`src/hidkb_pkg.sv`:
```
// shared constants, key usage codes and the usage-to-ascii mapping
package hidkb_pkg;

  // line store geometry
  localparam int LineLength = 64;
  localparam int AddrW      = $clog2(LineLength);
  localparam int CharW      = 7;
  localparam int NumKeys    = 6;
  localparam int SlotW      = $clog2(NumKeys);

  // operation codes
  localparam logic [1:0] OpReport = 2'd0;
  localparam logic [1:0] OpClear  = 2'd1;
  localparam logic [1:0] OpRead   = 2'd2;

  // line phase codes
  localparam logic [1:0] PhaseIdle    = 2'd0;
  localparam logic [1:0] PhaseCollect = 2'd1;
  localparam logic [1:0] PhaseEnd     = 2'd2;

  // modifier and usage codes
  localparam logic [7:0] ShiftMask  = 8'h22;
  localparam logic [7:0] KeyNone    = 8'h00;
  localparam logic [7:0] KeyEnter   = 8'h28;
  localparam logic [7:0] KeyA       = 8'h04;
  localparam logic [7:0] KeyZ       = 8'h1D;
  localparam logic [7:0] KeyOne     = 8'h1E;
  localparam logic [7:0] KeyNine    = 8'h26;
  localparam logic [7:0] KeyZero    = 8'h27;
  localparam logic [7:0] KeySpace   = 8'h2C;
  localparam logic [7:0] KeyBslash  = 8'h31;
  localparam logic [7:0] KeySemi    = 8'h33;
  localparam logic [7:0] KeySlash   = 8'h38;

  typedef logic [CharW-1:0] char_t;

  // shifted digit row and the two punctuation groups
  localparam char_t ShiftDigits [9] = '{
    7'h21, 7'h40, 7'h23, 7'h24, 7'h25, 7'h5E, 7'h26, 7'h2A, 7'h28
  };
  localparam char_t PunctA   [6] = '{7'h20, 7'h2D, 7'h3D, 7'h5B, 7'h5D, 7'h5C};
  localparam char_t PunctASh [6] = '{7'h20, 7'h5F, 7'h2B, 7'h7B, 7'h7D, 7'h7C};
  localparam char_t PunctB   [6] = '{7'h3B, 7'h27, 7'h60, 7'h2C, 7'h2E, 7'h2F};
  localparam char_t PunctBSh [6] = '{7'h3A, 7'h22, 7'h7E, 7'h3C, 7'h3E, 7'h3F};

  // ascii for a usage code, zero when the code gives no character
  function automatic char_t map_key(input logic [7:0] k, input logic sh);
    logic [7:0] off;
    char_t      c;
    c   = '0;
    off = '0;
    if (k >= KeyA && k <= KeyZ) begin
      off = k - KeyA;
      c   = CharW'(off) + (sh ? 7'h41 : 7'h61);
    end else if (k == KeyZero) begin
      c = sh ? 7'h29 : 7'h30;
    end else if (k >= KeyOne && k <= KeyNine) begin
      off = k - KeyOne;
      c   = sh ? ShiftDigits[off[3:0]] : CharW'(off) + 7'h31;
    end else if (k >= KeySpace && k <= KeyBslash) begin
      off = k - KeySpace;
      c   = sh ? PunctASh[off[2:0]] : PunctA[off[2:0]];
    end else if (k >= KeySemi && k <= KeySlash) begin
      off = k - KeySemi;
      c   = sh ? PunctBSh[off[2:0]] : PunctB[off[2:0]];
    end
    return c;
  endfunction

endpackage

```
`src/hidkb_line_store.sv`:
```
// line store memory with per-entry valid bits so unwritten entries read as zero
module hidkb_line_store (
  input  logic                   clk_i,
  input  logic                   rst_ni,
  input  logic                   we_i,
  input  logic [hidkb_pkg::AddrW-1:0] waddr_i,
  input  hidkb_pkg::char_t       wdata_i,
  input  logic [hidkb_pkg::AddrW-1:0] raddr_i,
  output hidkb_pkg::char_t       rdata_o
);
  import hidkb_pkg::*;

  char_t                 mem_q [LineLength];
  logic [LineLength-1:0] valid_q;
  char_t                 rdata_q;
  logic                  rvalid_q;

  // storage write and registered read
  always_ff @(posedge clk_i) begin
    if (we_i) begin
      mem_q[waddr_i] <= wdata_i;
    end
    rdata_q <= mem_q[raddr_i];
  end

  // valid bits stand in for the all-zero reset contents
  always_ff @(posedge clk_i or negedge rst_ni) begin
    if (!rst_ni) begin
      valid_q  <= '0;
      rvalid_q <= 1'b0;
    end else begin
      if (we_i) begin
        valid_q[waddr_i] <= 1'b1;
      end
      rvalid_q <= valid_q[raddr_i];
    end
  end

  assign rdata_o = rvalid_q ? rdata_q : '0;

endmodule

```
`src/hid_keyboard_line_assembler.sv`:
```
// top level: hid keyboard report to ascii line assembler
//
// one request is taken at a rising edge with start high and busy low; the
// payload is the operation, the modifier byte, six key usage codes and a
// read index. each request gives exactly one result, held on line_state_o,
// char_count_o and read_char_o for the single cycle that done_o is high.
// the receiver cannot stall, so results are never held back.
// path from the accepting edge to done_o:
//   clear, unused operation, ignored report: done_o follows in the next cycle
//   read: through the SRead state, which takes the registered line store read
//   active report: through the SWalk state, one key slot per cycle (up to 6,
//   fewer when enter is seen), then done_o is registered as the walk ends
// the key walk writes at most one character a cycle into the line
// store; that walk sets the rate, and busy stays high while it runs.
// a new request may be accepted in the cycle where done_o is high.
// scan_enabled is written through cfg_we_i / cfg_wdata_i and resets to 1.
// reset puts the line in idle with a zero count and clears the valid bits
// of the line store, so every entry reads zero until written.
module hid_keyboard_line_assembler (
  input  logic       clk_i,
  input  logic       rst_ni,
  input  logic       cfg_we_i,
  input  logic       cfg_wdata_i,
  input  logic       start,
  output logic       busy,
  input  logic [1:0] operation_i,
  input  logic [7:0] modifiers_i,
  input  logic [7:0] key_0_i,
  input  logic [7:0] key_1_i,
  input  logic [7:0] key_2_i,
  input  logic [7:0] key_3_i,
  input  logic [7:0] key_4_i,
  input  logic [7:0] key_5_i,
  input  logic [5:0] read_index_i,
  output logic       done_o,
  output logic [1:0] line_state_o,
  output logic [5:0] char_count_o,
  output logic [6:0] read_char_o
);
  import hidkb_pkg::*;

  localparam logic [1:0] SIdle = 2'd0;
  localparam logic [1:0] SWalk = 2'd1;
  localparam logic [1:0] SRead = 2'd2;

  logic [1:0]       state_q, state_d;
  logic [1:0]       phase_q, phase_d;
  logic [AddrW-1:0] count_q, count_d;
  logic [SlotW-1:0] slot_q, slot_d;
  logic             scan_en_q;
  logic             done_q, done_d;
  char_t            rchar_q, rchar_d;
  logic             inrange_q;
  logic [7:0]       key_q [NumKeys];
  logic             shift_q;

  logic             accept;
  logic [7:0]       cur_key;
  char_t            cur_char;
  logic             is_enter;
  logic             is_char;
  logic [AddrW-1:0] base_cnt;
  logic [AddrW-1:0] wr_addr;
  logic             mem_we;
  char_t            mem_rdata;

  assign accept  = start && !busy;
  assign busy    = (state_q != SIdle);

  // key of the current slot and its mapping
  assign cur_key  = key_q[slot_q];
  assign cur_char = map_key(cur_key, shift_q);
  assign is_enter = (cur_key == KeyEnter);
  assign is_char  = (cur_key != KeyNone) && !is_enter && (cur_char != '0);

  // first character of a line restarts the count, a full store wraps
  assign base_cnt = (phase_q != PhaseCollect) ? '0 : count_q;
  assign wr_addr  = (base_cnt == AddrW'(LineLength - 1)) ? '0 : base_cnt;
  assign mem_we   = (state_q == SWalk) && is_char;

  hidkb_line_store u_store (
    .clk_i   (clk_i),
    .rst_ni  (rst_ni),
    .we_i    (mem_we),
    .waddr_i (wr_addr),
    .wdata_i (cur_char),
    .raddr_i (AddrW'(read_index_i)),
    .rdata_o (mem_rdata)
  );

  // request sequencer
  always_comb begin
    state_d = state_q;
    phase_d = phase_q;
    count_d = count_q;
    slot_d  = slot_q;
    done_d  = 1'b0;
    rchar_d = '0;
    unique case (state_q)
      SIdle: begin
        if (accept) begin
          priority if (operation_i == OpReport) begin
            if (scan_en_q && phase_q != PhaseEnd) begin
              state_d = SWalk;
              slot_d  = '0;
            end else begin
              done_d = 1'b1;
            end
          end else if (operation_i == OpClear) begin
            phase_d = PhaseIdle;
            count_d = '0;
            done_d  = 1'b1;
          end else if (operation_i == OpRead) begin
            state_d = SRead;
          end else begin
            done_d = 1'b1;
          end
        end
      end
      SWalk: begin
        if (is_enter) begin
          if (count_q != '0) begin
            phase_d = PhaseEnd;
          end
        end else if (is_char) begin
          phase_d = PhaseCollect;
          count_d = wr_addr + AddrW'(1);
        end
        if (is_enter || slot_q == SlotW'(NumKeys - 1)) begin
          state_d = SIdle;
          done_d  = 1'b1;
        end else begin
          slot_d = slot_q + SlotW'(1);
        end
      end
      SRead: begin
        state_d = SIdle;
        done_d  = 1'b1;
        rchar_d = inrange_q ? mem_rdata : '0;
      end
      default: begin
        state_d = SIdle;
      end
    endcase
  end

  // control registers
  always_ff @(posedge clk_i or negedge rst_ni) begin
    if (!rst_ni) begin
      state_q   <= SIdle;
      phase_q   <= PhaseIdle;
      count_q   <= '0;
      slot_q    <= '0;
      done_q    <= 1'b0;
      scan_en_q <= 1'b1;
    end else begin
      state_q <= state_d;
      phase_q <= phase_d;
      count_q <= count_d;
      slot_q  <= slot_d;
      done_q  <= done_d;
      if (cfg_we_i) begin
        scan_en_q <= cfg_wdata_i;
      end
    end
  end

  // payload captured with the request
  always_ff @(posedge clk_i) begin
    rchar_q <= rchar_d;
    if (accept) begin
      key_q[0]  <= key_0_i;
      key_q[1]  <= key_1_i;
      key_q[2]  <= key_2_i;
      key_q[3]  <= key_3_i;
      key_q[4]  <= key_4_i;
      key_q[5]  <= key_5_i;
      shift_q   <= (modifiers_i & ShiftMask) != 8'h00;
      inrange_q <= (32'(read_index_i) < LineLength);
    end
  end

  // result ports
  assign done_o       = done_q;
  assign line_state_o = phase_q;
  assign char_count_o = 6'(count_q);
  assign read_char_o  = rchar_q;

  // checks
  a_done_has_cause: assert property (@(posedge clk_i) disable iff (!rst_ni)
    done_o |-> ($past(start && !busy) || $past(state_q != SIdle)))
    else $error("result strobe without a request in flight");

  a_idle_count_zero: assert property (@(posedge clk_i) disable iff (!rst_ni)
    (done_o && line_state_o == PhaseIdle) |-> (char_count_o == '0))
    else $error("idle line with a nonzero count");

  a_slot_range: assert property (@(posedge clk_i) disable iff (!rst_ni)
    (state_q == SWalk) |-> (slot_q < SlotW'(NumKeys)))
    else $error("key slot out of range");

  a_char_only_on_read: assert property (@(posedge clk_i) disable iff (!rst_ni)
    (done_o && read_char_o != '0) |-> $past(state_q == SRead))
    else $error("character returned for a request that is not a read");

endmodule

```
`config.mk`:
```
export PLATFORM = sky130hd
export DESIGN_NAME = hid_keyboard_line_assembler
export DESIGN_NICKNAME = d
export VERILOG_FILES = /design/src/hidkb_pkg.sv /design/src/hidkb_line_store.sv /design/src/hid_keyboard_line_assembler.sv
export SDC_FILE = /design/constraint.sdc
export NUM_CORES = 1
export LEC_CHECK = 0
export BUFFER_PORTS_ARGS = -buffer_cell sky130_fd_sc_hd__buf_4
export CORE_MARGIN = 5
export CORE_UTILIZATION = 35
export CTS_CLUSTER_SIZE = 10
export DETAILED_ROUTE_END_ITERATION = 6
export SYNTH_ARGS = -nofsm -noshare
export SYNTH_HDL_FRONTEND = slang
export SYNTH_SLANG_ARGS = --single-unit
export TNS_END_PERCENT = 100
```
`constraint.sdc`:
```
create_clock -name clk_i -period 23.7 [get_ports clk_i]
set_clock_uncertainty 0.2 [all_clocks]
set_input_delay 1.185 -clock clk_i [delete_from_list [all_inputs] [get_ports clk_i]]
set_output_delay 1.185 -clock clk_i [all_outputs]
set_load 0.005 [all_outputs]
```
==> results of run 1 <==
## state kept, by name, summed over array words and instances, names as in the netlist
signal            cells
scan_en_q             1
u_store.mem_q       448
u_store.rdata_q       7
char_count_o          6
read_char_o           7
done_o                1
slot_q                3
u_store.rvalid_q      1
line_state_o          2
state_q               2
key_q                48
shift_q               1
u_store.valid_q      64
## placed cells by master (no fill, tap or decap), types with 8 or more instances in the layout
cell type,synthesis,routed
clkbuf_1,43,45
inv_1,17,16
dfxtp_1,14,14
dfrtp_1,79,79
edfxtp_1,497,497
nor2_1,68,68
nor3_1,28,28
nand2b_1,8,8
buf_4,2,100
mux2i_1,27,27
mux4_2,170,170
clkbuf_16,0,72
a21oi_1,21,20
and2_1,16,16
xnor2_1,9,9
ha_1,25,25
nor2b_1,16,16
nand3_1,21,21
o21bai_1,46,46
o21ai_0,20,20
a31o_2,17,17
nand2_1,55,55
## report_power, final
part / total (mW) / internal, mW / leakage [nW] / switching (mW)
sequential: 1.53 / 1.50 / 5.79 / 0.0346
clock: 0.967 / 0.572 / 0.986 / 0.395
combinational: 0.977 / 0.273 / 2.81 / 0.704
## cell type report
cell class,instances,area (sq um)
antenna,1,2.502
clock buffer,119,1998
clock inverter,8,60.06
fill,6316,41520
inverter,18,67.56
multi-input combinational,661,7111
sequential,591,17210
tap,940,1176
timing repair buffer,101,764.5
## worst reg2reg max path, stage by stage, from the launching register on
cell,delay (ns)
dfrtp_1,0.62
nor2_2,0.47
nand2_1,0.12
nand2_1,0.39
inv_1,0.34
ha_1,0.39
and2_1,0.18
a32o_1,0.21
a211oi_1,0.62
nor2_1,0.17
xor2_1,0.18
o211ai_1,0.16
o21ai_0,0.17
a21oi_4,0.17
buf_4,0.50
o31a_1,0.74
nand2_1,0.63
nor3_1,1.16
## kinds of logic after synthesis
kind of cell	after synthesis
flops	591
simple gates	251
mux	199
compound gates	166
buf+inv	98
fa+ha+maj	25
xor+xnor	13
other cells	1
## stage by stage
step                instances  setup slack, ns  utilization [%]
floorplan                1350            15.74                -
global placement         2311            15.80            37.66
detailed placement       2311            15.75            37.66
CTS                      2438            15.75            40.60
global route             2438            15.19            40.60
finish                   2439            15.87            40.61
## worst max path at each step
stage,from,endpoint,slack [ns],cells after the start
2_1_floorplan,slot_q[0],u_store.mem_q[12][0],15.74,20
3_3_place_gp,slot_q[2],u_store.mem_q[36][4],15.80,17
3_5_place_dp,slot_q[2],u_store.mem_q[36][4],15.75,17
4_1_cts,slot_q[2],u_store.mem_q[36][2],15.75,17
5_1_grt,slot_q[2],u_store.mem_q[21][5],15.19,17
6_report,slot_q[2],u_store.mem_q[21][3],15.87,17
## per-layer routing
metal  global-route usage [%]  vias to the layer above  routed length, um
met2                    23.63                      470              26630
met5                        0                        -                  0
met4                    4.346                        0               1393
met1                    21.00                     6709              24260
met3                    3.410                       81               3815
li1                         -                     5636                  -
## Yosys cell counts, types with 3 or more instances
cell type and count:
a211oi_1 4, a21oi_1 21, a22oi_1 7, a31o_2 17
a31oi_1 8, a32o_1 3, and2_1 16, and3_1 4
buf_1 19, buf_2 15, clkbuf_1 43, dfrtp_1 79
dfxtp_1 14, edfxtp_1 497, ha_1 25, inv_1 17
mux2i_1 27, mux4_2 170, nand2_1 55, nand2b_1 8
nand3_1 21, nand3b_1 3, nand4_1 5, nand4b_1 3
nor2_1 68, nor2b_1 16, nor3_1 28, nor3b_1 4
o211ai_1 4, o21a_1 4, o21ai_0 20, o21bai_1 46
o22ai_1 3, o32ai_1 4, or2_2 4, or3_1 6
or4_1 3, xnor2_1 9, xor2_1 4
==> impl_results.md, run 1 <==
- Run status: completed
- Synthesized flop and latch total: 591
- Global placer's final weighted congestion: 0.8034
- Ys Warns: 0
- TritonRoute pass-1 iters: 5
- Compound-Gate Fraction of Synth Area: 4.912%
- Count of cell types in the netlist: 71
- Slew Viols, Final: 0
- Data arrival, critical path: 7.82 ns
- Peak supply drop: 0.0001584 V
- Post-Synth Adder-Cell Area: 1.271%
- Post-DP HPWL: 34.84 mm
- DRC viols: 0
- Leak Pwr: 9.585 nW
- Starting DRC count in detailed routing: 1191
- Vias in the first global route: 13490
- Post-Syn Instances: 1344
- CP endpoint kind: register
- Slowest cell delay on critical path: 1.16 ns
- Post-synth EDFFs: 497
- DR vias: 12900
- H-tree depth: 3
- Startpoint types: register
- Hold-critical path depth: 0
- Worst reg2reg setup slack: 15.87 ns
- WL/cell: 23.00 um
- Share of the synthesized area in the top cell type: 60.65%
- Detail Route Antenna Nets: 0
- Rel. slew slack: 16.61%
- Upper clock frequency limit: 0.1277 GHz
- Critical R2R Capture: u_store.mem_q[21][3]
- Mean area per synthesized cell: 18.31 sq um
- WL final: 56.10 mm
- Hold buffers post-CTS: 0
- Total CTS buffers: 70
- Synth top area cells: edfxtp_1 61%, mux4_2 16%, dfrtp_1 8.0%
- TritonCTS clock tree: built
- Initial antenna violation count: 1
- Largest net degree at the start of global routing: 81
- WHS Endpoint: u_store.valid_q[63]
- Root Driver: clkbuf_16
- PwrDens: 122.5 nW/um^2
- Hold_ws: 0.1773 ns
- Setup TNS Final: 0 ns
- Post-synthesis simple-gate area fraction: 5.024%
- CP required: 23.69 ns
- Register area share after synthesis: 69.93%
- Clk_lat worst skew: 0.59 ns
- Post-synthesis async set-or-reset flop share: 13.54%
- Post-synthesis cell area: 24610 sq um
- RSZ-0062 raised after global routing: false
- # setup viols final: 0
- XOR/XNOR Fraction of Synth Area: 0.4627%
- Vias per inst: 5.287
- CP Max Fanout: 65
- Max_cap viols: 0
- Nets@finish: 1537
- Ports: 86
- Total power: 3.478 mW
- CTS max path bufs: 3
- Slowest stage cell on the critical path: nor3_1
- Initial Util: 35.20%
- Layout cell share with drive strength beyond 1: 26.23%
- Die area: 75700 sq um
- Hold Path Origin: u_store.valid_q[63]
- Post-cts sizing count: 0
- Largest family of logic cells by synthesized area: multiplexers
- Core area: 69910 sq um
- Clock-pin slew on the worst setup and hold paths: 0.06 ns
- R2R depth: 17
- Tightest Pin Transition: 1.241 ns
- Die width: 275.1 um
- First-pass GRT wire length: 85.75 mm
- GRT Overall Usage: 14.98%
- Crit-path most repeated cell: nand2_1
- Number of setup buffers added after CTS: 0
- Final Hold Vio Count: 0
- CP Class: reg -> reg
- Port Buf Inserts: 79
- Area Growth Syn to Fin: 15.37%
- Worst R2R Start: slot_q[2]
- Tcrit/Tclk final: 33.05%
- Rows: 97
- Die Ht: 275.1 um
- Post-route minimum period: 7.834 ns
- Post-synth top area cell: edfxtp_1
- Placed Area: 26330 sq um
- # clock sinks: 591
- Grt ovf: 0
- Top FF cell, synth: edfxtp_1
- CP cell instances: nor2_2, nand2_1, nand2_1, inv_1, ha_1, and2_1, a32o_1, a211oi_1, nor2_1, xor2_1, o211ai_1, o21ai_0, a21oi_4, buf_4, o31a_1, nand2_1, nor3_1
- Worst hold path type: reg -> reg
- Top delay family on crit path: simple AND/OR/NAND/NOR gates
- Buffer and inverter count on the worst path: 2
- Final instance area: 28390 sq um
- Post-synthesis mux area share: 16.75%
(Power assumes the default switching activity.)
==> run 2: changes to the inputs <==
--- a/config.mk
+++ b/config.mk
@@ -5,6 +5,7 @@
 export SDC_FILE = /design/constraint.sdc
 export NUM_CORES = 1
 export LEC_CHECK = 0
+export ABC_AREA = 1
 export BUFFER_PORTS_ARGS = -buffer_cell sky130_fd_sc_hd__buf_4
 export CORE_MARGIN = 5
 export CORE_UTILIZATION = 35
==> constraint.sdc (replaced) <==
create_clock -name clk_i -period 7.05 [get_ports clk_i]
set_clock_uncertainty 0.2 [all_clocks]
set_input_delay 0.3525 -clock clk_i [delete_from_list [all_inputs] [get_ports clk_i]]
set_output_delay 0.3525 -clock clk_i [all_outputs]
set_load 0.005 [all_outputs]
==> run 2 against run 1 <==
  * Critical path type unchanged
  * Register-to-register slack lost 15 ns
  * Core utilization grew 0.19 points
  * Routed wire length grew 21%
  * Largest power group unchanged
  * Worst setup slack lost 15 ns
  * Sequential power grew to 3.7 times the previous value
==> impl_results.md, run 2 <==
- Die area: 78600 sq um (+3.8%)
- Count of cell types in the netlist: 50 (-30%)
- Data arrival, critical path: 5.81 ns (-2.01 ns)
- Total power: 12.90 mW (+270%)
- Slew Viols, Final: 0 (unchanged)
- Vias in the first global route: 18040 (+34%)
- Buffer and inverter count on the worst path: 3 (+1)
- Die Ht: 280.4 um (+1.9%)
- Max_cap viols: 0 (unchanged)
- Detail Route Antenna Nets: 0 (unchanged)
- TritonRoute pass-1 iters: 5 (unchanged)
- Mean area per synthesized cell: 10.98 sq um (-40%)
- TritonCTS clock tree: built
- DR WL met2: 32.48 mm (+22%)
- H-tree depth: 3 (unchanged)
- DR vias: 18180 (+41%)
- Ports: 86 (unchanged)
- Starting DRC count in detailed routing: 1597 (+34%)
- Core area: 72710 sq um (+4.0%)
- Leak Pwr: 10.60 nW (+11%)
- Register area share after synthesis: 67.26% (-2.7 points)
- Switch Pwr: 4.686 mW (+310%)
- Largest net degree at the start of global routing: 157 (+94%)
- Post-synth EDFFs: 497 (unchanged)
- Vias per inst: 5.274 (-0.25%)
- RSZ-0062 raised after global routing: false
- Layout cell share with drive strength beyond 1: 10.25% (-16 points)
- Most numerous cell in the Yosys netlist: edfxtp_1
- Post-Syn Instances: 2330 (+73%)
- CP endpoint kind: register
- Synth top area cells: edfxtp_1 58%, dfrtp_1 7.7%, o21ai_0 7.2%
- WL met3: 4.380 mm (+15%)
- # clock sinks: 591 (unchanged)
- P_int: 8.217 mW (+250%)
- PwrDens: 435.0 nW/um^2 (+260%)
- GRT Overall Usage: 16.92% (+1.9 points)
- Most frequent cells in the layout: 497 x edfxtp_1, 450 x nor2_1, 367 x o21ai_0
- Initial Util: 35.18% (about the same)
- DR top layer: met5
- Share of the synthesized area in the top cell type: 58.34% (-2.3 points)
- Storage cell area: 17210 sq um (unchanged)
- Combinational Power Share: 30.9% (+2.8 points)
- CP Max Fanout: 32 (-51%)
- Top delay family on crit path: simple AND/OR/NAND/NOR gates
- Post-route minimum period: 5.789 ns (-2.044 ns)
- CP required: 7.07 ns (-16.62 ns)
- Global placer's final weighted congestion: 0.8794 (+9.5%)
- Rows: 99 (+2.1%)
- WL final: 67.98 mm (+21%)
- Reg with most FFs: u_store.mem_q
- Tightest Pin Transition: 1.163 ns (-0.07813 ns)
- Area occupied by multi-input gates: 7258 sq um (+2.1%)
- Sw Ratio: 36.32% (+3.7 points)
- Post-DP HPWL: 40.07 mm (+15%)
- Total CTS buffers: 71 (+1.4%)
- Rel. slew slack: 21.47% (+4.9 points)
- Slowest cell delay on critical path: 0.77 ns (-0.39 ns)
- Slowest stage cell on the critical path: dfrtp_1
- Post-synthesis cell area: 25580 sq um (+4.0%)
- Ys Warns: 0 (unchanged)
- Grt ovf: 0 (unchanged)
- Top FF cell, synth: edfxtp_1
- Fill cells: 6841 (+8.3%)
- Synthesized flop and latch total: 591 (unchanged)
- Peak supply drop: 0.0006735 V (+330%)
- Routed metal-1 wire length: 29.23 mm (+20%)
- Nets@finish: 2541 (+65%)
- Post-synthesis async set-or-reset flop share: 13.54% (unchanged)
- Final Hold Vio Count: 0 (unchanged)
- Post-synth top area cell: edfxtp_1
- Largest registers: u_store.mem_q: 448 flops, u_store.valid_q: 64 flops, key_q: 48 flops
- Synth cell count leaders: 497 x edfxtp_1, 450 x nor2_1, 367 x o21ai_0, 260 x nand2_1, 132 x inv_1
- Die width: 280.4 um (+1.9%)
- Worst hold path type: in -> reg
- Port Buf Inserts: 79 (unchanged)
- Initial antenna violation count: 1 (unchanged)
- Clk_lat worst skew: 0.59 ns (about the same)
- Seq pwr share: 43.4% (-0.7 points)
- Run status: completed
- Setup TNS Final: 0 ns (unchanged)
- Crit-path most repeated cell: nand2_1
- Max reg flops: 448 (unchanged)
- Clock power frac: 25.7% (-2.1 points)
- # setup viols final: 0 (unchanged)
- Root Driver: clkbuf_16
- CTS max path bufs: 3 (unchanged)
- CP Class: reg -> reg
- Tcrit/Tclk final: 82.12% (+49 points)
- Antenna cell count: 0 (-1)
- Startpoint types: register
- Clock-pin slew on the worst setup and hold paths: 0.06 ns (about the same)
- Commonest non-fill, non-tap cell in the layout: edfxtp_1
- DRC viols: 0 (unchanged)
- Area Growth Syn to Fin: 15.95%
- First-pass GRT wire length: 104.1 mm (+21%)
- Upper clock frequency limit: 0.1727 GHz (+35%)
- CP cell instances: buf_4, nand2_1, o21ai_1, nand2_1, nand2_2, ha_1, ha_1, inv_1, nand3_1, o21a_1, nand3_1, o21ai_1, nand2_1, nand3_1, nand2_1, nand3_1, nor2_1, nand2_2, nand3_4, inv_4, nand2_1, nor2_1
- WL/cell: 19.72 um (-14%)
run 2: routing by layer:
layer / up-vias / global-route usage (%)
met5: - / 0
met4: 2 / 5.148
met3: 105 / 3.320
met2: 596 / 28.24
met1: 9032 / 22.54
li1: 8445 / -
run 2: repair_timing:
action | 4_1_cts | 5_1_grt
hold buffers | 58 | 0
hold endpoints to repair | 141 | 0
buffers inserted | 0 | 0
resized for setup | 0 | 0
run 2: final timing paths:
kind                       slack [ns]  cells after the start                 from                    to
min in group asynchronous        0.27                      2               rst_ni                done_o
setup / recovery                 1.26                     22            slot_q[0]  u_store.mem_q[60][0]
setup reg to reg                 1.26                     22            slot_q[0]  u_store.mem_q[60][0]
max in group asynchronous        5.67                      2               rst_ni   u_store.valid_q[19]
hold / removal                   0.05                      3      read_index_i[4]    u_store.rdata_q[3]
hold reg to reg                  0.19                      0  u_store.valid_q[63]   u_store.valid_q[63]
run 2: per-stage QoR:
stage / hold slack, ns / cell area, sq um / utilization (%) / instances / setup slack (ns)
2_1_floorplan: -0.1431 / 25600 / - / 2336 / 2.825
3_3_place_gp: 0.1654 / 27040 / 37.19 / 3275 / 1.238
3_5_place_dp: 0.1688 / 27040 / 37.19 / 3275 / 1.277
4_1_cts: 0.0007917 / 29660 / 40.79 / 3447 / 1.240
5_1_grt: 0.09017 / 29660 / 40.79 / 3447 / 0.8159
6_report: 0.04701 / 29660 / 40.79 / 3447 / 1.261
run 2: kinds of logic after synthesis:
group,count (synthesis),synth area share (%)
adder cells (fa/ha/maj),25,1.223
flip-flops,591,67.27
other,1,0.01466
AND/OR/NAND/NOR,822,13.08
AO/OA/AOI/OAI,614,13.75
buffers and inverters,271,4.461
XOR/XNOR,6,0.2054
run 2: power by group through the flow:
stage | clock network [mW] | logic [mW] | registers, mW
5_1_grt | 3.52 | 4.40 | 5.62
6_report | 3.31 | 3.99 | 5.60
3_5_place_dp | 0 | 3.94 | 5.67
4_1_cts | 3.37 | 3.97 | 5.60
2_1_floorplan | 0 | 2.47 | 5.65
3_3_place_gp | 0 | 3.82 | 5.66
run 2: tightest hold or removal path, delay by kind of cell:
kind	cells	cell delay (ns)
buf+inv	1	0.22
compound gates	1	0.09
simple gates	1	0.13
run 2: layout make-up:
cell class,instances,area share (%)
sequential,591,58.01
multi-input combinational,1474,24.47
clock buffer,104,6.441
timing repair buffer,166,4.745
tap,959,4.045
inverter,143,1.852
clock inverter,10,0.4345
==> run 3: changes to the inputs <==
--- a/config.mk
+++ b/config.mk
@@ -5,7 +5,7 @@
 export SDC_FILE = /design/constraint.sdc
 export NUM_CORES = 1
 export LEC_CHECK = 0
-export ABC_AREA = 1
+export ABC_AREA = 0
 export BUFFER_PORTS_ARGS = -buffer_cell sky130_fd_sc_hd__buf_4
 export CORE_MARGIN = 5
 export CORE_UTILIZATION = 35
==> constraint.sdc (replaced) <==
create_clock -name clk_i -period 4.8 [get_ports clk_i]
set_clock_uncertainty 0.2 [all_clocks]
set_input_delay 0.24 -clock clk_i [delete_from_list [all_inputs] [get_ports clk_i]]
set_output_delay 0.24 -clock clk_i [all_outputs]
set_load 0.005 [all_outputs]
==> run 3 against run 2 <==
  * Cell count shrank 24%
  * Flip-flop and latch count is the same
  * Critical path depth down 1
  * Combinational power up 52%
  * Critical endpoint is now u_store.mem_q[47][6]
  * Maximum frequency up 23%
  * Sequential share of layout area is 2.1 points lower
  * Hold slack better by 0.11 ns
  * Non-clock buffer count up 110
  * Via count fell by 25%
  * Register-to-register slack got worse by 1.2 ns
  * First-iteration DRC count decreased by 30%
==> impl_results.md, run 3 (synthesis gave the netlist of run 1 again) <==
- Run status: completed
- Hold-critical path depth: 2 (-1)
- Reg with most FFs: u_store.mem_q
- # setup viols final: 0 (unchanged)
- Startpoint types: register
- Post-Place Setup Slack: -0.06076 ns (-1.338 ns)
- Crit path to: u_store.mem_q[47][6]
- Vias per inst: 5.225 (-0.92%)
- Placed Area: 27640 sq um (+2.2%)
- Slew Viols, Final: 0 (unchanged)
- Data arrival, critical path: 4.83 ns (-0.98 ns)
- Peak supply drop: 0.001052 V (+56%)
- CP cell instances: buf_12, mux2i_1, a22oi_2, nand2_1, buf_4, ha_1, nand4_1, a31oi_1, a311oi_1, a311oi_2, buf_4, a221oi_2, buf_4, o32ai_4, or4_1, o31a_1, buf_4, buf_6, nand3_4, buf_12, nor2_4
- CP Class: reg -> reg
- Tightest Pin Transition: 1.144 ns (-0.01953 ns)
- CTS max path bufs: 3 (unchanged)
- First-pass GRT wire length: 89.89 mm (-14%)
- TritonRoute pass-1 iters: 5 (unchanged)
- Final worst-path setup slack: 0.09117 ns (-1.169 ns)
- Worst reg2reg setup slack: 0.09 ns (-1.17 ns)
- Clk_lat worst skew: 0.60 ns (about the same)
- R2R depth: 21 (-4.5%)
- PwrDens: 597.7 nW/um^2 (+37%)
- Commonest non-fill, non-tap cell in the layout: edfxtp_1
- Largest registers: u_store.mem_q: 448 flops, u_store.valid_q: 64 flops, key_q: 48 flops
- RSZ-0062 raised after global routing: true
- Core area: 69910 sq um (-3.9%)
- Antenna cell count: 0 (unchanged)
- WL final: 59.29 mm (-13%)
- Post-route minimum period: 4.709 ns (-1.081 ns)
- CP startpoint: slot_q[0]
- GR Util met1: 22.37% (-0.17 points)
- GR peak layer: met2
- CP required: 4.92 ns (-2.15 ns)
- Root Driver: clkbuf_16
- Max reg flops: 448 (unchanged)
- CP endpoint kind: register
- H-tree depth: 3 (unchanged)
- Area Growth Syn to Fin: 25.14%
- Rows: 97 (-2.0%)
- Rel. slew slack: 23.76% (+2.3 points)
- Slowest cell delay on critical path: 0.51 ns (-0.26 ns)
- Layout cell share with drive strength beyond 1: 35.79% (+26 points)
- WL/cell: 22.73 um (+15%)
- CP Max Fanout: 14 (-56%)
- Max_cap viols: 0 (unchanged)
- # clock sinks: 591 (unchanged)
- Die Ht: 275.1 um (-1.9%)
- Nets@finish: 1711 (-33%)
- TritonCTS clock tree: built
- Critical R2R Capture: u_store.mem_q[47][6]
- Slowest stage cell on the critical path: or4_1
- Starting DRC count in detailed routing: 1119 (-30%)
- DR vias: 13630 (-25%)
- Total CTS buffers: 69 (-2.8%)
- Worst hold path type: in -> reg
- GR Util met2: 25.16% (-3.1 points)
- Initial antenna violation count: 2 (+1)
- Worst R2R Start: slot_q[0]
- Upper clock frequency limit: 0.2124 GHz (+23%)
- Vias in the first global route: 14000 (-22%)
- Met3 usage: 3.244% (-0.076 points)
- Initial Util: 35.20% (about the same)
- Post-DP HPWL: 37.64 mm (-6.1%)
- Largest net degree at the start of global routing: 81 (-48%)
- Final Hold Vio Count: 0 (unchanged)
- Ports: 86 (unchanged)
- Port Buf Inserts: 79 (unchanged)
- Most frequent cells in the layout: 497 x edfxtp_1, 184 x buf_4, 170 x mux4_2
- Clock-pin slew on the worst setup and hold paths: 0.06 ns (about the same)
- Die width: 275.1 um (-1.9%)
- DRC viols: 0 (unchanged)
- Tcrit/Tclk final: 98.10% (+16 points)
- Grt ovf: 0 (unchanged)
- GRT Overall Usage: 15.72% (-1.2 points)
- Leak Pwr: 10.73 nW (+1.2%)
- Crit-path most repeated cell: buf_4
- Die area: 75700 sq um (-3.7%)
- Detail Route Antenna Nets: 0 (unchanged)
- Global placer's final weighted congestion: 0.8377 (-4.7%)
- Final instance area: 30790 sq um (+3.8%)
-- run 3: area by class of cell --
cell class	instances	area [sq um]
sequential	591	17210
inverter	18	70.07
timing repair buffer	276	2504
fill	6098	39120
clock inverter	8	155.1
multi-input combinational	661	7772
clock buffer	114	1906
tap	940	1176
-- run 3: layer usage --
layer  part of all wire (%)  wire, um  up-vias
li1                       -         -     5983
met4                    2.0      1175        0
met1                     44     26080     7153
met5                      0         0        -
met2                     49     28760      400
met3                    5.5      3275       92
-- run 3: timing repair --
action | in CTS | in global routing
hold endpoints to repair | 143 | 0
gates cloned | 1 | 1
setup buffers | 1 | 25
hold buffers | 61 | 0
endpoints found under the setup margin | 80 | 478
pin swaps | 3 | 17
gates resized for setup | 6 | 38
-- run 3: how the worst min path moves through the flow --
stage,startpoint,slack (ns),to
CTS,key_2_i[6],0.11,key_q[2][6]
finish,key_5_i[0],0.15,key_q[5][0]
global route,key_1_i[7],0.13,key_q[1][7]
detailed placement,u_store.valid_q[63],0.17,u_store.valid_q[63]
global placement,u_store.valid_q[63],0.16,u_store.valid_q[63]
floorplan,rst_ni,-0.26,char_count_o[0]
-- run 3: through the flow --
step	TNS [ns]	hold WS, ns	util [%]	instances	power, mW
floorplan	-168.65	-0.2556	-	1350	11.02
global placement	-0.1768	0.1614	39.54	2397	13.34
detailed placement	-0.9960	0.1710	39.54	2397	13.53
CTS	0	0.1119	43.44	2582	18.37
global route	-10.44	0.1286	44.05	2608	19.30
finish	0	0.1525	44.05	2608	18.41
-- run 3: worst max-delay path, delay by kind of cell, from the launching register on --
family                     cells  cell delay (ns)
adders and majority gates      1             0.22
buffers and inverters          7             1.17
DFF                            1             0.41
and+or+nand+nor                5             0.93
muxes                          1             0.14
AOI/OAI and AO/OA              7             1.33
-- run 3: power breakdown --
part | switching [mW] | internal (mW) | total [mW]
registers | 0.168 | 7.40 | 7.57
logic | 3.91 | 2.15 | 6.06
clock network | 2.03 | 2.74 | 4.78
total | 6.11 | 12.3 | 18.4
